### src/hdl/fdl_pkg.sv
// Shared constants, types and entry format for the fractional delay line.
package fdl_pkg;

    // Store and field geometry
    localparam int STORE_DEPTH   = 16384;
    localparam int SAMPLE_BITS   = 24;
    localparam int FRACTION_BITS = 8;
    localparam int DELAY_BITS    = 22;
    localparam int ADDR_BITS     = (STORE_DEPTH > 1) ? $clog2(STORE_DEPTH) : 1;

    // Stream data widths, padded to whole bytes
    localparam int S_TDATA_BITS = ((SAMPLE_BITS + DELAY_BITS + 7) / 8) * 8;
    localparam int M_TDATA_BITS = ((SAMPLE_BITS + 7) / 8) * 8;

    // Delay saturation compare width and limit
    localparam int CMP_BITS = (DELAY_BITS > ADDR_BITS + FRACTION_BITS) ?
                              DELAY_BITS : ADDR_BITS + FRACTION_BITS;
    localparam logic [CMP_BITS-1:0] DELAY_LIMIT =
        CMP_BITS'(STORE_DEPTH - 1) << FRACTION_BITS;

    // Address wrap constants
    localparam logic [ADDR_BITS-1:0] LAST_ADDR = ADDR_BITS'(STORE_DEPTH - 1);
    localparam logic [ADDR_BITS:0]   DEPTH_EXT = (ADDR_BITS + 1)'(STORE_DEPTH);

    // Interpolation arithmetic
    localparam int WEIGHT_BITS = FRACTION_BITS + 2;
    localparam int PROD_BITS   = SAMPLE_BITS + FRACTION_BITS + 2;
    localparam int SUM_BITS    = PROD_BITS + 1;
    localparam logic [FRACTION_BITS:0] FRAC_ONE = (FRACTION_BITS + 1)'(1) << FRACTION_BITS;
    localparam logic signed [SUM_BITS-1:0] ROUND_HALF =
        SUM_BITS'(1) << (FRACTION_BITS - 1);

    // Command queue and result queue sizes (powers of two)
    localparam int QUEUE_DEPTH = 2;
    localparam int QPTR_BITS   = $clog2(QUEUE_DEPTH);
    localparam int OUT_DEPTH   = 4;
    localparam int OPTR_BITS   = $clog2(OUT_DEPTH);

    // One classified item, front to back
    typedef struct packed {
        logic [SAMPLE_BITS-1:0]   sample;
        logic [ADDR_BITS-1:0]     wr_addr;
        logic [ADDR_BITS-1:0]     hi_addr;
        logic [ADDR_BITS-1:0]     lo_addr;
        logic [FRACTION_BITS-1:0] frac;
        logic                     hi_bypass;
        logic                     hi_valid;
        logic                     lo_valid;
    } fdl_entry_t;

    // Queue status toward both sides
    typedef struct packed {
        logic full;
        logic empty;
    } fdl_queue_status_t;

    // Back-end memory sequencer phases
    typedef enum logic [1:0] {
        PH_HI = 2'b01,
        PH_LO = 2'b10
    } fdl_phase_t;

endpackage

### src/hdl/fdl_front.sv
// Front end: accepts input transactions, saturates the delay and forms addresses.
module fdl_front (
    input  logic                              aclk,
    input  logic                              aresetn,
    input  logic                              s_tvalid,
    output logic                              s_tready,
    input  logic [fdl_pkg::S_TDATA_BITS-1:0]  s_tdata,   // sample_in, delay_time
    input  fdl_pkg::fdl_queue_status_t        q_stat,
    output logic                              q_push,
    output fdl_pkg::fdl_entry_t               q_entry
);

    logic [fdl_pkg::ADDR_BITS-1:0]     wp_reg;
    logic [fdl_pkg::ADDR_BITS-1:0]     wp_next;
    logic                              wrapped_reg;
    logic                              wrapped_next;
    logic [fdl_pkg::DELAY_BITS-1:0]    delay;
    logic [fdl_pkg::CMP_BITS-1:0]      delay_ext;
    logic                              over_limit;
    logic [fdl_pkg::ADDR_BITS-1:0]     whole;
    logic [fdl_pkg::FRACTION_BITS-1:0] frac;
    logic [fdl_pkg::ADDR_BITS-1:0]     hi_addr;
    logic [fdl_pkg::ADDR_BITS-1:0]     lo_addr;

    assign s_tready = !q_stat.full;
    assign q_push   = s_tvalid && s_tready;

    // Saturate the delay and split it into whole and fraction parts
    assign delay      = s_tdata[fdl_pkg::SAMPLE_BITS +: fdl_pkg::DELAY_BITS];
    assign delay_ext  = fdl_pkg::CMP_BITS'(delay);
    assign over_limit = (delay_ext > fdl_pkg::DELAY_LIMIT);
    assign whole      = over_limit ? fdl_pkg::LAST_ADDR
                                   : delay_ext[fdl_pkg::FRACTION_BITS +: fdl_pkg::ADDR_BITS];
    assign frac       = over_limit ? '0 : delay_ext[fdl_pkg::FRACTION_BITS-1:0];

    // Advance the write position; mark the store full once it wraps
    assign wp_next      = (wp_reg == fdl_pkg::LAST_ADDR) ? '0 : wp_reg + 1'b1;
    assign wrapped_next = wrapped_reg || (wp_next == '0);

    // Form the two neighbor addresses, wrapping below zero
    always_comb begin
        if (wp_next >= whole) begin
            hi_addr = wp_next - whole;
        end else begin
            hi_addr = fdl_pkg::ADDR_BITS'({1'b0, wp_next} + fdl_pkg::DEPTH_EXT - {1'b0, whole});
        end
        lo_addr = (hi_addr == '0) ? fdl_pkg::LAST_ADDR : hi_addr - 1'b1;
    end

    // Classify the item: entries never written read as zero
    always_comb begin
        q_entry.sample    = s_tdata[fdl_pkg::SAMPLE_BITS-1:0];
        q_entry.wr_addr   = wp_next;
        q_entry.hi_addr   = hi_addr;
        q_entry.lo_addr   = lo_addr;
        q_entry.frac      = frac;
        q_entry.hi_bypass = (whole == '0);
        q_entry.hi_valid  = wrapped_next || ((hi_addr != '0) && (hi_addr <= wp_next));
        q_entry.lo_valid  = wrapped_next || ((lo_addr != '0) && (lo_addr <= wp_next));
    end

    // Hold the write position between transactions
    always_ff @(posedge aclk) begin
        if (!aresetn) begin
            wp_reg      <= '0;
            wrapped_reg <= 1'b0;
        end else if (q_push) begin
            wp_reg      <= wp_next;
            wrapped_reg <= wrapped_next;
        end
    end

endmodule

### config.mk
export PLATFORM = sky130hd
export DESIGN_NAME = fdl_front
export DESIGN_NICKNAME = d
export VERILOG_FILES = /design/src/hdl/fdl_pkg.sv /design/src/hdl/fdl_front.sv
export SDC_FILE = /design/constraint.sdc
export NUM_CORES = 1
export LEC_CHECK = 0
export ABC_AREA = 1
export BUFFER_PORTS_ARGS = -buffer_cell sky130_fd_sc_hd__buf_4
export CORE_MARGIN = 10
export CORE_UTILIZATION = 35
export DETAILED_ROUTE_END_ITERATION = 8
export PLACE_DENSITY = 0.64
export SYNTH_ARGS = -nofsm -noshare
export SYNTH_HDL_FRONTEND = slang
export SYNTH_SLANG_ARGS = --single-unit
### constraint.sdc
create_clock -name aclk -period 6.5 [get_ports aclk]
set_input_delay 0.65 -clock aclk [delete_from_list [all_inputs] [get_ports aclk]]
set_output_delay 0.65 -clock aclk [all_outputs]
set_load 0.02 [all_outputs]
# Word level (Yosys, flattened, before mapping)
# Cells that the tools add are included.
# word_totals
reg_bits	15
latch_bits	0
ramBits	0
romBits	0
inputBits	53
out_inout_bits	79
elab_cells	29
mem_count	0
# op_classes
addsub	5
multipliers	0
div_mod_pow	0
n_lt_le_gt_ge	4
eq_ne	1
shift	0
n_mux	5
bitwise_logic	0
reduce_logical	12
# ops
operator	count
14-bit two-way mux	4
14-bit logical NOT	3
14-bit by 1-bit adder with 14-bit output, second input constant	2
14-bit less-or-equal comparator	2
14-bit nonzero test	2
14-bit subtractor	2
22-bit greater-than comparator, second input constant	1
14-bit equality test, second input constant	1
14-bit >= comparator	1
14-bit by 1-bit subtractor with 14-bit output, second input constant	1
8-bit two-way mux	1
1-bit logical AND	3
1-bit logical OR	3
1-bit logical NOT	1

# Longest topological paths before layout
# logic_depth
ltp_word	10
ltp_mapped	35
mapped_depth_nobuf	34

# Worst setup path before layout
# Ideal clock, no wire load.
# synth_path
path_type	register to output
start	register wp_reg[0] (netlist bit)
end	output q_entry[0] (netlist bit)
t_arrival_ns	4.593
required_time_ns	5.850
path_slack_ns	1.257
stages_incl_launch_ff	31
path_buffers	1
path_cell_list	dfxtp_1 -> ha_1 -> nand3_1 -> nor3_4 -> nand2_2 -> inv_1 -> nor2_1 -> inv_1 -> ha_1 -> fa_1 -> inv_1 -> nand3_1 -> nand2_2 -> nand2_2 -> nand2_1 -> nand2_1 -> nand2_1 -> xor2_2 -> nor2_2 -> nand3_2 -> buf_6 -> inv_2 -> or2_2 -> ha_1 -> a21oi_1 -> o211ai_1 -> nand3_1 -> nand3_1 -> nand2_1 -> nand2_1 -> nand2_1
# synth_rtl
item	line_no	rtl
from (decl)	fdl_front.sv:13	logic [fdl_pkg::ADDR_BITS-1:0] wp_reg;
from (signal assigned)	fdl_front.sv:68	wp_reg <= wp_next;
to (decl)	fdl_front.sv:10	output fdl_pkg::fdl_entry_t q_entry

==> results.ini <==
[pwr]
powerDensity_nw_per_um2 = 180.6
p_seq_share_pct = 15.0
pwr-share-clk_pct = 11.1
p_switching_uw = 368.2
p_leak_nw = 2.194
switching_share_pct = 52.68
pwr-share-comb_pct = 74.0
peakVddDrop_uv = 133.9
cellInternalPower_uw = 330.7

[synth]
syn-instance-count = 557
synth_xor_area_share_pct = 3.685
synth_area_per_cell_um2 = 5.912
synth_top_family_by_area = simple AND/OR/NAND/NOR gates
synth-main-ff-cell = dfxtp_1
syn-cell-area_um2 = 3293
yosysTopAreaCellShare_pct = 15.96
synth_mux_area_share_pct = 0
yosys.area_share.simple_pct = 40.62
ys_types = 39
synth_top_cell_by_area = ha_1
synth_edf_count = 0
synth.top_cells.by_area = ha_1 (16%), nand2_1 (14%), inv_1 (11%), dfxtp_1 (9.1%), nand3_1 (6.2%)
synth-seq-cells = 15
synth-compound-area-share_pct = 11.32
yosys.area_share.adder_pct = 16.57
seq_area_frac_synth_pct = 9.119
synth_nets = 653
ys_warn_count = 0
ys_async_sr_fraction_pct = 0

[die]
die_h_um = 117
start_util_pct = 35.81
die_w_um = 117
die_area_um2 = 13690
coreArea_um2 = 9196
num_rows = 35
ios = 132

[worst_setup_path]
critPathArrivalTime_ns = 5.26
worst_path_most_repeated_cell = nand2_1
max_stage_delay_ns = 0.39
cp_data_required_time_ns = 5.85
ff2ff_setup_slack_ns = 4.06
r2r_start = wp_reg[0]$_SDFFE_PN0P_
cp-start-kind = flop
critPathMaxFanout = 12
r2r_end = wrapped_reg$_SDFFE_PN0P_
critical_path.endpoint_type = output pin
cpMaxStageDelayCell = a21boi_0
worst-setup-path-type = flop to output pin
cp_num_buf_inv = 6
cp_top_family = simple AND/OR/NAND/NOR gates
r2r_cells = 11

[finish]
antennaDiodeCount = 0
mostFrequentLayoutCells = nand2_1 (123), inv_1 (99), buf_4 (82)
fillerInstances = 968
fin_util_pct = 42.07
largest_register_ffs = 14
area_delta_synth_final_pct = 17.48
drive_gt1_share_pct = 20.95
nNetsFinal = 708
layout_commonest_cell = nand2_1

[timing]
max_freq_ghz = 0.1692
fin_crit_sh_pct = 90.94
maxSlewViolCount = 0
period_minus_slack_ns = 5.911
worst_slew_pin_slew_ns = 1.259
fin_tns_setup_ns = 0
hold_viol = 0
relSlewSlack_pct = 15.83
rsz0062_at_grt = false
skew_ns = 0.002427
finalSetupViolations = 0

[global_route]
antenna_found_initial = 0
grt_start_max_net_pins = 31
grt_pass1_vias = 3473
grt_overflow_total = 0
grt_pass1_wl_mm = 17.68
grt_usage_pct = 16.00

[cts]
cts_tree = done
clk_pin_slew_ns = 0.06
htreeDepth = 1
root_buffer = clkbuf_8
numCtsBuffers = 3
postCtsSetupBuffers = 0
clock_path_buffers = 2
clock_sinks = 15
cts-hold-fix-buffers = 0
clkLatencyLatePin_ns = 0.25
cts-resized-gates = 0

[detailed_routing]
routed_wl_mm = 11.19
drtIter0Drc = 177
drc = 0
dr.pass1.iters = 4
ant_nets = 0
drt-vias-per-instance = 5.043
via_count = 3641
drt-wirelength-per-cell_um = 15.50

[hold_path]
min_to = wp_reg[1]$_SDFFE_PN0P_
worstHoldStart = wp_reg[1]$_SDFFE_PN0P_
min_delay_path_depth = 2
worstHoldPathType = flop to flop

[placed_design]
io_buffers = 80
gp_congestion = 0.8937
place_hpwl_mm = 9.622

[run_status]
status = complete, no violations

[flow_run]
maxCapViolCount = 0

cell usage after synthesis, types with 3 or more instances:
master / count
dfxtp_1: 15
nand2_2: 14
clkbuf_1: 6
nor2_1: 47
nor3_1: 5
xnor2_1: 3
inv_2: 5
nor2_2: 7
o21ai_0: 24
nor4_1: 10
ha_1: 42
xor2_1: 9
inv_1: 99
nand3_1: 41
buf_4: 24
nand2_1: 123
a21oi_1: 33
or2_2: 3
nand4_1: 15
nand3_2: 6
nand3b_1: 4
layer usage:
| layer | GRT usage (%) | part of all wire, % | up-vias |
|---|---|---|---|
| met5 | 0 | 0 | - |
| met1 | 19.89 | 44 | 1630 |
| met3 | 3.721 | 6.9 | 23 |
| met2 | 27.18 | 47 | 106 |
| met4 | 3.871 | 1.7 | 0 |
| li1 | - | - | 1882 |
stage by stage:
step                      std cells  power, mW  instance area (um2)  worst slack, ns  hold slack [ns]
after floorplan                 557     0.4641                 3293            1.257           0.4507
after global placement          718     0.6143                 3822           0.9128           0.4961
after detailed placement        718     0.6222                 3822           0.8666           0.5122
after CTS                       722     0.7037                 3869           0.5499           0.5302
after global routing            722     0.7675                 3869          0.09252           0.5560
final                           722     0.6988                 3869           0.5886           0.5671
tightest hold or removal path: cells and delay by family, from the launching register on:
family	cells	cell delay (ns)
flops	1	0.33
compound gates	2	0.19
power groups by stage:
stage / Combinational, mW / Clock (mW) / Sequential [mW]
after floorplan: 0.359 / 0 / 0.105
after global routing: 0.577 / 0.0848 / 0.105
after CTS: 0.518 / 0.0810 / 0.104
final: 0.517 / 0.0773 / 0.105
after global placement: 0.508 / 0 / 0.106
after detailed placement: 0.516 / 0 / 0.106
worst max-delay path by stage:
stage | from | to | slack (ns) | depth (start not counted)
2_1_floorplan | wp_reg[0]$_SDFFE_PN0P_ | q_entry[0] | 1.26 | 30
5_1_grt | wp_reg[0]$_SDFFE_PN0P_ | q_entry[0] | 0.09 | 30
3_3_place_gp | wp_reg[0]$_SDFFE_PN0P_ | q_entry[0] | 0.91 | 30
3_5_place_dp | wp_reg[0]$_SDFFE_PN0P_ | q_entry[0] | 0.87 | 30
4_1_cts | wp_reg[0]$_SDFFE_PN0P_ | q_entry[0] | 0.55 | 30
6_report | wp_reg[0]$_SDFFE_PN0P_ | q_entry[0] | 0.59 | 30
layout make-up:
type                    instances  area, um2  area share (%)
clock buffers                   3      41.29           1.067
clock inverters                 1      5.005          0.1294
inverters                     104      390.4           10.09
multi-input cells             406       2377           61.45
flip-flops and latches         15      300.3           7.762
well taps                     111      138.9           3.590
repair buffers                 82      615.6           15.91
kinds of logic after synthesis:
logic type / Yosys count
and+or+nand+nor: 282
xor gates and xnor gates: 13
buffers and inverters: 136
adders and majority gates: 43
DFF: 15
AOI/OAI and AO/OA: 68
Power figures use the tool's default switching activity.
