**src/hdl/fdl_pkg.sv**
```systemverilog
// Shared constants, types and entry format for the fractional delay line.
package fdl_pkg;

    // Store and field geometry
    localparam int STORE_DEPTH   = 16384;
    localparam int SAMPLE_BITS   = 24;
    localparam int FRACTION_BITS = 8;
    localparam int DELAY_BITS    = 22;
    localparam int ADDR_BITS     = (STORE_DEPTH > 1) ? $clog2(STORE_DEPTH) : 1;

    // Stream data widths, padded to whole bytes
    localparam int S_TDATA_BITS = ((SAMPLE_BITS + DELAY_BITS + 7) / 8) * 8;
    localparam int M_TDATA_BITS = ((SAMPLE_BITS + 7) / 8) * 8;

    // Delay saturation compare width and limit
    localparam int CMP_BITS = (DELAY_BITS > ADDR_BITS + FRACTION_BITS) ?
                              DELAY_BITS : ADDR_BITS + FRACTION_BITS;
    localparam logic [CMP_BITS-1:0] DELAY_LIMIT =
        CMP_BITS'(STORE_DEPTH - 1) << FRACTION_BITS;

    // Address wrap constants
    localparam logic [ADDR_BITS-1:0] LAST_ADDR = ADDR_BITS'(STORE_DEPTH - 1);
    localparam logic [ADDR_BITS:0]   DEPTH_EXT = (ADDR_BITS + 1)'(STORE_DEPTH);

    // Interpolation arithmetic
    localparam int WEIGHT_BITS = FRACTION_BITS + 2;
    localparam int PROD_BITS   = SAMPLE_BITS + FRACTION_BITS + 2;
    localparam int SUM_BITS    = PROD_BITS + 1;
    localparam logic [FRACTION_BITS:0] FRAC_ONE = (FRACTION_BITS + 1)'(1) << FRACTION_BITS;
    localparam logic signed [SUM_BITS-1:0] ROUND_HALF =
        SUM_BITS'(1) << (FRACTION_BITS - 1);

    // Command queue and result queue sizes (powers of two)
    localparam int QUEUE_DEPTH = 2;
    localparam int QPTR_BITS   = $clog2(QUEUE_DEPTH);
    localparam int OUT_DEPTH   = 4;
    localparam int OPTR_BITS   = $clog2(OUT_DEPTH);

    // One classified item, front to back
    typedef struct packed {
        logic [SAMPLE_BITS-1:0]   sample;
        logic [ADDR_BITS-1:0]     wr_addr;
        logic [ADDR_BITS-1:0]     hi_addr;
        logic [ADDR_BITS-1:0]     lo_addr;
        logic [FRACTION_BITS-1:0] frac;
        logic                     hi_bypass;
        logic                     hi_valid;
        logic                     lo_valid;
    } fdl_entry_t;

    // Queue status toward both sides
    typedef struct packed {
        logic full;
        logic empty;
    } fdl_queue_status_t;

    // Back-end memory sequencer phases
    typedef enum logic [1:0] {
        PH_HI = 2'b01,
        PH_LO = 2'b10
    } fdl_phase_t;

endpackage

```
**src/hdl/fdl_queue.sv**
```systemverilog
// Short command queue between the classifying front end and the back end.
module fdl_queue (
    input  logic                      aclk,
    input  logic                      aresetn,
    input  logic                      q_push,
    input  fdl_pkg::fdl_entry_t       q_in,
    input  logic                      q_pop,
    output fdl_pkg::fdl_entry_t       q_head,
    output fdl_pkg::fdl_queue_status_t q_stat
);

    fdl_pkg::fdl_entry_t            entries_reg [fdl_pkg::QUEUE_DEPTH];
    logic [fdl_pkg::QPTR_BITS-1:0]  wr_ptr_reg;
    logic [fdl_pkg::QPTR_BITS-1:0]  rd_ptr_reg;
    logic [fdl_pkg::QPTR_BITS:0]    count_reg;
    logic [fdl_pkg::QPTR_BITS:0]    count_next;

    // Store pushed entries
    always_ff @(posedge aclk) begin
        if (q_push) begin
            entries_reg[wr_ptr_reg] <= q_in;
        end
    end

    // Track occupancy
    always_comb begin
        case ({q_push, q_pop})
            2'b10:   count_next = count_reg + 1'b1;
            2'b01:   count_next = count_reg - 1'b1;
            default: count_next = count_reg;
        endcase
    end

    // Advance pointers
    always_ff @(posedge aclk) begin
        if (!aresetn) begin
            wr_ptr_reg <= '0;
            rd_ptr_reg <= '0;
            count_reg  <= '0;
        end else begin
            if (q_push) begin
                wr_ptr_reg <= wr_ptr_reg + 1'b1;
            end
            if (q_pop) begin
                rd_ptr_reg <= rd_ptr_reg + 1'b1;
            end
            count_reg <= count_next;
        end
    end

    assign q_head       = entries_reg[rd_ptr_reg];
    assign q_stat.full  = (count_reg == (fdl_pkg::QPTR_BITS + 1)'(fdl_pkg::QUEUE_DEPTH));
    assign q_stat.empty = (count_reg == '0);

endmodule

```
**config.mk**
```make
export PLATFORM = sky130hd
export DESIGN_NAME = fdl_queue
export DESIGN_NICKNAME = d
export VERILOG_FILES = /design/src/hdl/fdl_pkg.sv /design/src/hdl/fdl_queue.sv
export SDC_FILE = /design/constraint.sdc
export NUM_CORES = 1
export LEC_CHECK = 0
export BUFFER_PORTS_ARGS = -buffer_cell sky130_fd_sc_hd__buf_4
export CAP_MARGIN = 40
export CORE_MARGIN = 2
export CORE_UTILIZATION = 40
export DETAILED_ROUTE_END_ITERATION = 10
export PLACE_DENSITY = 0.7
export SYNTH_ARGS = -nofsm -noshare
export SYNTH_HDL_FRONTEND = slang
export SYNTH_SLANG_ARGS = --single-unit
export TNS_END_PERCENT = 50
```
**constraint.sdc**
```tcl
create_clock -name aclk -period 5.3 [get_ports aclk]
set_input_delay 1.06 -clock aclk [delete_from_list [all_inputs] [get_ports aclk]]
set_output_delay 1.06 -clock aclk [all_outputs]
set_load 0.02 [all_outputs]
```
# After elaboration in Yosys (flattened, before gate mapping)
# Memories as Yosys holds them, arrays and structs flattened. A register that Yosys moved wholly into a read port is not among the register bits.
# Index checks and enable logic that the tools add are counted.
[totals]
mem_bits_rw = 154
memories = 1
register_bits = 4
wordCells = 18
output_inout_bits = 79
inputBits = 81
[classes]
n_eq_ne = 3
muxes = 5
n_reduce_logical = 2
add_sub_neg = 4
[memory_table]
columns = ["name", "words", "width", "rd", "rd_clocked_by_memory_dff", "wr", "line", "source"]
rows = [
  ["entries_reg", 2, 77, 1, 1, 1, "fdl_queue.sv:12", "fdl_pkg::fdl_entry_t entries_reg [fdl_pkg::QUEUE_DEPTH];"],
]
[ops]
columns = ["cell", "n"]
rows = [
  ["== test 2 bit, second input constant", 2],
  ["2-to-1 mux 1 bit", 4],
  ["one-hot mux 2 bit (2 select lines)", 1],
  ["adder 1 bit, second input constant", 2],
  ["adder 2 x 1 -> 2 bit, second input constant", 1],
  ["== test 2 x 1 -> 1 bit, second input constant", 1],
  ["zero test 2 bit", 1],
  ["nonzero test 2 bit", 1],
  ["subtractor 2 x 1 -> 2 bit, second input constant", 1],
]

# Longest topological paths before layout
# Gate-level depths: netlist (run 1).
[logic_depth]
word_depth = 3
depth_mapped = 5
mapped_depth_nobuf = 5

# Worst setup path after synthesis (run 1)
# No wires, ideal clock.
[synth_timing]
path_kind = "input port to flip-flop"
start = "input port q_push"
end = "memory entries_reg[0][0] (netlist bit), enable pin"
required_time_ns = 4.784
setup_ns = 0.516
setup_slack_ns = 0.407
cell_stages = 2
arrival_ns = 4.377
path_cell_list = "inv_1 -> nor2_1"
[synth_via]
elab_chain_len = 2
[synth_rtl]
columns = ["item", "line", "source"]
rows = [
  ["start: declaration", "fdl_queue.sv:5", "input logic q_push,"],
  ["2-to-1 mux 1 bit", "fdl_queue.sv:20", "if (q_push) begin"],
  ["2-to-1 mux 1 bit (not written as such)", "fdl_queue.sv:21", "entries_reg[wr_ptr_reg] <= q_in;"],
  ["end: declaration", "fdl_queue.sv:12", ""],
]
# Every way passes these cells.

==> flow_metrics.env, run 1 <==
export IMPL_status="completed"
export IMPL_drt_initial_drc_count=104
export IMPL_crit_fanout=51
export IMPL_grt_pass1_wl_mm=15.18
export IMPL_fp_dieH_um=124.2
export IMPL_dp_hpwl_mm=6.716
export IMPL_synth_top_flop_cell="edfxtp_1"
export IMPL_routed_wl_mm=10.23
export IMPL_p_total_mw=2.961
export IMPL_synth_adder_area_share_pct=0.2165
export IMPL_maxCapViolCount=0
export IMPL_final_util_pct=55.53
export IMPL_cts_setup_buffers=0
export IMPL_timing_setup_tns_ps=0
export IMPL_endpoint_kind="output pin"
export IMPL_hold_viol=0
export IMPL_drive_gt1_share_pct=60.22
export IMPL_dpl_cell_area_um2=7236
export IMPL_p_leak_nw=2.896
export IMPL_synth_edf_count=154
export IMPL_vdd_drop_max_mv=0.2518
export IMPL_dieArea_um2=15420
export IMPL_synth_seq_cells=159
export IMPL_htree_levels=4
export IMPL_slew_limit_headroom_pct=70.22
export IMPL_yosys_top_cells_count="154 x edfxtp_1, 77 x mux2_2, 5 x buf_2, 5 x dfxtp_1"
export IMPL_chipWidth_um=124.2
export IMPL_yosys_area_top_type_share_pct=80.03
export IMPL_hp_class="reg2reg"
export IMPL_synth_xor_area_share_pct=0.4547
export IMPL_tightest_slew_ps=445.7
export IMPL_grt_overflow=0
export IMPL_clkSinkCount=159
export IMPL_synth_area_leader_cell="edfxtp_1"
export IMPL_cp_arrival_ps=1920
export IMPL_synth_area_per_cell_um2=22.05
export IMPL_antenna_found_initial=0
export IMPL_finClkSkew_ps=4.318
export IMPL_routedWlPerCell_um=16.37
export IMPL_largest_register_ffs=154
export IMPL_startpoint_type="flip-flop"
export IMPL_firstDrtPassIters=4
export IMPL_instances_no_fill=625
export IMPL_synth_compound_area_share_pct=0.3465
export IMPL_dp_slack_ps=2729
export IMPL_yosysUniqueCellTypes=17
export IMPL_grt_pass1_vias=3101
export IMPL_cts_resized=0
export IMPL_initial_core_util_pct=41.31
export IMPL_layout_min_cycle_time_ps=2982
export IMPL_cts_hold_buf=0
export IMPL_rows=43
export IMPL_synth_fp_nets=344
export IMPL_dp_cells=596
export IMPL_layout_setup_ws_ps=2318
export IMPL_vias=2958
export IMPL_io_pins=160
export IMPL_critPathMaxStageDelay_ps=610
export IMPL_grt_setup_unrepaired="no"
export IMPL_grt_max_degree=52
export IMPL_insertion_delay_ps=410
export IMPL_max_freq_mhz=335.3
export IMPL_syn_area_um2=5778
export IMPL_worstPathCellList="buf_16 -> mux2_2 -> buf_4"
export IMPL_synthArstFlopShare_pct=0
export IMPL_vias_per_cell=4.733
export IMPL_powerDensity_nw_per_um2=381.2
export IMPL_ant_nets=0
export IMPL_final_max_slew_viol_count=0
export IMPL_yosysWarnings=0
export IMPL_ys_top_cells_by_area="edfxtp_1 80%, mux2_2 15%, dfxtp_1 1.7%, buf_6 0.78%, and2_1 0.43%"
export IMPL_whs_ps=521.4
export IMPL_yosysMostFrequentCell="edfxtp_1"
export IMPL_clockBufferDepth=2
export IMPL_place_congestion=0.6718
export IMPL_criticalPathCategory="reg2out"
export IMPL_clkSlewWorstSetupHoldPaths_ps=50
export IMPL_seq_area_frac_synth_pct=81.77
export IMPL_final_area_um2=7767
export IMPL_synth_simple_area_share_pct=0.9311
export IMPL_clockRootBuffer="clkbuf_16"
export IMPL_area_growth_pct=34.43
export IMPL_antennaDiodeCount=0
export IMPL_core_area_um2=13990
export IMPL_cts_tree="built"
export IMPL_remaining_drc_errors=0
export IMPL_numCtsBuffers=17
export IMPL_synth_top_family_by_area="multiplexers"
export IMPL_syn_inst=262
export IMPL_io_buffer_count=159
export IMPL_fin_crit_sh_pct=56.27
export IMPL_critical_path_slowest_cell="dfxtp_4"
export IMPL_required_ps=4240
export IMPL_nNetsFinal=517
export IMPL_synthMuxAreaShare_pct=15.01
export IMPL_gr_usage_all_layers_pct=13.66
export IMPL_setup_viol=0
-- final timing paths --
kind	from	to	slack, ps	cells after the start
max reg2reg	wr_ptr_reg	entries_reg[0][6]	3700	3
min	count_reg[1]	count_reg[1]	520	2
min reg2reg	count_reg[1]	count_reg[1]	520	2
max	flip-flop	q_head[69]	2320	3
-- power by group --
part | internal, mW | leakage, nW | total, mW | switching (mW)
sequential | 1.45 | 1.49 | 1.48 | 0.0233
clock | 0.675 | 0.261 | 1.10 | 0.429
combinational | 0.191 | 1.15 | 0.381 | 0.191
-- per-layer routing --
layer	global-route usage [%]	vias to the layer above	part of all wire, %
met3	4.945	18	6.8
met4	6.742	0	1.9
met1	15.75	1453	40
li1	-	1382	-
met5	0	-	0
met2	22.54	105	51
-- critical path, delay by kind of cell (launching register included) --
family | cells | cell delay, ps
buffers and inverters | 2 | 480
flip-flops | 1 | 610
multiplexers | 1 | 400
-- final cells by class --
class / instances / area [µm²]
tap: 180 / 225.2
fill: 1086 / 6221
sequential: 159 / 4728
inverter: 1 / 3.754
clock inverter: 10 / 98.84
timing repair buffer: 163 / 1289
clock buffer: 19 / 432.9
multi-input combinational: 93 / 989.7
-- cells in the final DEF, fill, tap and decap left out --
cell type	Yosys	routed
and2b_2	1	1
xnor2_1	2	2
o21ai_0	1	1
dfxtp_1	5	4
nor2_4	0	1
edfxtp_1	154	154
buf_4	0	159
buf_16	0	2
clkinv_2	0	4
bufinv_16	0	2
mux2_2	77	77
nor2b_1	1	1
and2_4	0	1
clkbuf_16	0	17
ha_1	1	1
xor2_1	1	1
and2_1	4	3
dfxtp_4	0	1
clkbuf_1	0	2
inv_1	1	1
buf_12	0	2
clkinv_1	0	3
or3_1	1	1
a21boi_1	1	1
o21a_1	1	1
clkinvlp_4	0	1
nor2_1	2	1
-- logic make-up after synthesis --
kind of cell | Yosys count
simple gates | 9
buf+inv | 10
mux | 77
fa+ha+maj | 1
xor+xnor | 3
compound gates | 3
flops | 159
Note: power is estimated with default switching activity, not from simulation.
==> inputs of run 2 (changes only) <==
clock period = 2.8 ns   (was 5.3 ns; I/O delays follow)
==> flow_metrics.env, run 2 (synthesis gave the netlist of run 1 again) <==
export IMPL_status="completed"
export IMPL_setup_viol=0
export IMPL_grt_overflow=0
export IMPL_nNetsFinal=518
export IMPL_powerDensity_nw_per_um2=750.6
export IMPL_dp_slack_ps=877.4
export IMPL_criticalPathCategory="reg2out"
export IMPL_routedWlPerCell_um=16.58
export IMPL_chipWidth_um=124.2
export IMPL_initial_core_util_pct=41.31
export IMPL_required_ps=2240
export IMPL_routed_wl_mm=10.43
export IMPL_max_freq_mhz=427.8
export IMPL_clkSlewWorstSetupHoldPaths_ps=60
export IMPL_r2r_slack_ps=1250
export IMPL_crit_family="buffers and inverters"
export IMPL_gr_usage_all_layers_pct=13.76
export IMPL_vias_per_cell=4.720
export IMPL_layout_setup_ws_ps=462.3
export IMPL_firstDrtPassIters=4
export IMPL_startpoint_type="flip-flop"
export IMPL_vdd_drop_max_mv=0.4204
export IMPL_grt_max_degree=51
export IMPL_layout_min_cycle_time_ps=2338
export IMPL_critical_path_slowest_cell="dfxtp_4"
export IMPL_ant_nets=0
export IMPL_holdCritStartpoint="q_in[67]"
export IMPL_htree_levels=4
export IMPL_area_growth_pct=35.53
export IMPL_insertion_delay_ps=410
export IMPL_vias=2969
export IMPL_whs_ps=330.4
export IMPL_hold_depth=1
export IMPL_drt_initial_drc_count=173
export IMPL_io_buffer_count=159
export IMPL_grt_setup_unrepaired="no"
export IMPL_slew_limit_headroom_pct=52.55
export IMPL_p_leak_nw=2.923
export IMPL_clkSinkCount=159
export IMPL_hold_end="entries_reg[1][67]"
export IMPL_final_common_cell="buf_4"
export IMPL_hp_class="in2reg"
export IMPL_rr_startpoint="wr_ptr_reg"
export IMPL_rr_worst_depth=2
export IMPL_io_pins=160
export IMPL_remaining_drc_errors=0
export IMPL_worstPathCellList="buf_4 -> mux2_2 -> buf_4"
export IMPL_timing_setup_tns_ps=0
export IMPL_antennaDiodeCount=0
export IMPL_critPathMaxStageDelay_ps=430
export IMPL_numCtsBuffers=17
export IMPL_fin_crit_sh_pct=83.49
export IMPL_cts_setup_buffers=0
export IMPL_dp_hpwl_mm=6.793
export IMPL_hold_viol=0
export IMPL_antenna_found_initial=0
export IMPL_path_buf_inv=2
export IMPL_rows=43
export IMPL_drive_gt1_share_pct=61.47
export IMPL_tightest_slew_ps=711.8
export IMPL_cp_arrival_ps=1780
export IMPL_endpoint_kind="output pin"
export IMPL_maxCapViolCount=0
export IMPL_grt_pass1_vias=3173
export IMPL_dieArea_um2=15420
export IMPL_largest_register_ffs=154
export IMPL_final_max_slew_viol_count=0
export IMPL_clockRootBuffer="clkbuf_16"
export IMPL_cts_resized=0
export IMPL_cts_hold_buf=0
export IMPL_final_cell_mix="162 x buf_4, 154 x edfxtp_1, 77 x mux2_2"
export IMPL_place_congestion=0.7289
export IMPL_core_area_um2=13990
export IMPL_cts_tree="built"
export IMPL_crit_fanout=26
export IMPL_cp_common_cell="buf_4"
export IMPL_grt_pass1_wl_mm=15.44
export IMPL_finClkSkew_ps=5.710
export IMPL_clockBufferDepth=2
export IMPL_fp_dieH_um=124.2
export IMPL_rr_endpoint="entries_reg[1][8]"
run 2: cell count changes in the layout (fill, tap and decap cells not counted), sizes merged:
cell / delta
bufinv: +1
clkinv: -5
clkbuf: +4
clkinvlp: +3
buf: +1
run 2: power by group:
group | leakage [nW] | internal, mW | switching (mW)
combinational | 1.14 | 0.354 | 0.367
sequential | 1.49 | 2.75 | 0.0363
clock | 0.297 | 1.52 | 0.854
run 2: metal layers:
metal | vias up | track usage [%] | share of wire [%]
met5 | - | 0 | 0
met4 | 0 | 5.548 | 1.5
met3 | 13 | 5.586 | 7.4
met2 | 98 | 23.39 | 52
met1 | 1477 | 15.36 | 40
li1 | 1381 | - | -
run 2: metrics by stage:
step | total power, mW | area, µm² | utilization [%] | cells
6_report | 5.878 | 7831 | 55.98 | 629
5_1_grt | 6.096 | 7831 | 55.98 | 629
4_1_cts | 5.948 | 7831 | 55.98 | 629
3_5_place_dp | 3.566 | 7203 | 51.49 | 597
3_3_place_gp | 3.548 | 7203 | 51.49 | 597
2_1_floorplan | 3.231 | 5786 | - | 262
run 2: worst reg2reg max path, cell delays in order, from the launching register on:
cell and delay [ps]:
dfxtp_1 380, and2_4 450, buf_12 350
run 2: how the worst max path moves through the flow:
stage / startpoint / endpoint / slack, ps / cells past startpoint
finish: flip-flop / q_head[23] / 460 / 3
global route: flip-flop / q_head[14] / 360 / 3
CTS: flip-flop / q_head[14] / 430 / 3
detailed placement: flip-flop / q_head[23] / 880 / 3
global placement: flip-flop / q_head[38] / 900 / 3
floorplan: q_push / entries_reg[1][0] / 6 / 1
run 2: area by class of cell:
type	count	area, µm²
Clock buffer	23	498.0
Timing Repair Buffer	164	1256
Sequential cell	159	4728
Tap cell	180	225.2
Inverter	1	3.754
Multi-Input combinational cell	93	989.7
Fill cell	1089	6157
Clock inverter	9	130.1
==> inputs of run 3 (changes only) <==
PLACE_DENSITY = 0.72   (was 0.7)
clock period = 2 ns   (was 2.8 ns; I/O delays follow)
==> flow_metrics.env, run 3 (synthesis gave the netlist of run 1 again) <==
export IMPL_grt_overflow=0
export IMPL_rr_endpoint="entries_reg[1][54]"
export IMPL_multiInputGateArea_um2=1008
export IMPL_grt_max_degree=79
export IMPL_place_congestion=0.6722
export IMPL_clock_power_share_pct=40.6
export IMPL_wl_met1_mm=4.182
export IMPL_final_area_um2=7901
export IMPL_layout_setup_ws_ps=15.94
export IMPL_area_growth_pct=36.75
export IMPL_layout_min_cycle_time_ps=1984
export IMPL_cts_setup_buffers=0
export IMPL_switchingPower_mw=1.755
export IMPL_ant_nets=0
export IMPL_io_buffer_count=159
export IMPL_required_ps=1600
export IMPL_initial_core_util_pct=41.31
export IMPL_routedWlPerCell_um=16.83
export IMPL_cp_arrival_ps=1580
export IMPL_rr_worst_depth=2
export IMPL_critPathMaxStageDelay_ps=400
export IMPL_hold_end="entries_reg[1][11]"
export IMPL_vdd_drop_max_mv=0.5785
export IMPL_p_leak_nw=2.954
export IMPL_critical_path_slowest_cell="dfxtp_4"
export IMPL_dieArea_um2=15420
export IMPL_finClkSkew_ps=4.446
export IMPL_top_layer="met4"
export IMPL_chipWidth_um=124.2
export IMPL_nNetsFinal=518
export IMPL_core_area_um2=13990
export IMPL_vias_per_cell=4.766
export IMPL_grt_pass1_wl_mm=15.31
export IMPL_clkSlewWorstSetupHoldPaths_ps=60
export IMPL_largest_register_ffs=154
export IMPL_fin_crit_sh_pct=99.20
export IMPL_p_comb_share_pct=12.6
export IMPL_hold_depth=1
export IMPL_powerDensity_nw_per_um2=1054
export IMPL_r2r_slack_ps=690
export IMPL_firstDrtPassIters=4
export IMPL_dp_hpwl_mm=6.336
export IMPL_criticalPathCategory="reg2out"
export IMPL_holdCritStartpoint="q_in[11]"
export IMPL_fp_dieH_um=124.2
export IMPL_routed_wl_mm=10.57
export IMPL_clkSinkCount=159
export IMPL_worstPathCellList="clkbuf_16 -> mux2_2 -> buf_4"
export IMPL_seqCellArea_um2=4728
export IMPL_grt_setup_unrepaired="yes"
export IMPL_hold_viol=0
export IMPL_p_total_mw=8.326
export IMPL_gr_usage_all_layers_pct=13.64
export IMPL_final_cell_mix="159 x buf_4, 154 x edfxtp_1, 72 x mux2_2"
export IMPL_met3WireLength_um=753
export IMPL_routed_wl_met2_mm=5.461
export IMPL_grt_pass1_vias=3168
export IMPL_cts_hold_buf=0
export IMPL_rows=43
export IMPL_slew_limit_headroom_pct=70.24
export IMPL_status="completed"
export IMPL_final_util_pct=56.48
export IMPL_hp_class="in2reg"
export IMPL_p_seq_share_pct=46.8
export IMPL_dp_slack_ps=379.9
export IMPL_numCtsBuffers=17
export IMPL_swShare_pct=21.07
export IMPL_max_freq_mhz=504.0
export IMPL_io_pins=160
export IMPL_vias=2993
export IMPL_crit_fanout=27
export IMPL_drive_gt1_share_pct=60.94
export IMPL_insertion_delay_ps=410
export IMPL_dp_cells=596
export IMPL_rr_startpoint="wr_ptr_reg"
export IMPL_antenna_found_initial=0
export IMPL_final_common_cell="buf_4"
export IMPL_setup_viol=0
export IMPL_instances_no_fill=628
export IMPL_cts_tree="built"
export IMPL_antennaDiodeCount=0
export IMPL_clockBufferDepth=2
export IMPL_drt_initial_drc_count=189
export IMPL_htree_levels=4
export IMPL_startpoint_type="flip-flop"
export IMPL_final_max_slew_viol_count=0
export IMPL_endpoint_kind="output pin"
export IMPL_dpl_cell_area_um2=7211
export IMPL_tightest_slew_ps=446.4
export IMPL_fillCellCount=1113
export IMPL_clockRootBuffer="clkbuf_16"
export IMPL_intPower_mw=6.572
export IMPL_remaining_drc_errors=0
export IMPL_maxCapViolCount=0
run 3: changes by cell type in the layout (fill, tap and decap cells not counted), moves of 2 or more:
cell       before  now
mux2_4          0    5
buf_4         162  159
bufinv_16       3    5
clkbuf_8        5    0
mux2_2         77   72
clkbuf_1        1    3
run 3: worst max-delay path: cells and delay by family, from the launching register on:
kind,cells,cell delay (ps)
buffers and inverters,2,400
DFF,1,400
muxes,1,360
run 3: worst max path at each step:
| stage | cells past startpoint | to |
|---|---|---|
| after floorplan | 2 | entries_reg[0][0] |
| after global placement | 3 | q_head[74] |
| after detailed placement | 3 | q_head[67] |
| after CTS | 3 | q_head[67] |
| after global routing | 3 | q_head[25] |
| final | 3 | q_head[27] |
run 3: power groups by stage:
stage,logic [mW],clock network [mW],registers [mW]
2_1_floorplan,0.571,0,3.95
3_3_place_gp,1.02,0,3.95
3_5_place_dp,1.03,0,3.96
4_1_cts,1.04,3.46,3.90
5_1_grt,1.13,3.60,3.91
6_report,1.05,3.38,3.90
run 3: metal layers:
metal | global-route usage, % | vias to the layer above
li1 | - | 1384
met1 | 15.94 | 1488
met2 | 22.23 | 107
met3 | 5.266 | 14
met4 | 6.250 | 0
met5 | 0 | -
run 3: per-stage QoR:
step           setup TNS, ps  hold WS (ps)
2_1_floorplan              0         466.2
3_3_place_gp               0         483.5
6_report                   0         171.3
3_5_place_dp               0         522.8
5_1_grt                -1806         141.3
4_1_cts                -2722         145.4
run 3: final cells by class:
class | count | area share, %
clock buffers | 20 | 5.527
clock inverters | 11 | 2.407
inverters | 1 | 0.07918
multi-input cells | 93 | 12.76
flip-flops and latches | 159 | 59.84
well taps | 180 | 2.850
repair buffers | 164 | 16.53
run 3: what timing repair did:
item / in CTS / in global routing
setup endpoints to repair: 77 / 77
gates resized for setup: 2 / 7
cloned: 0 / 1
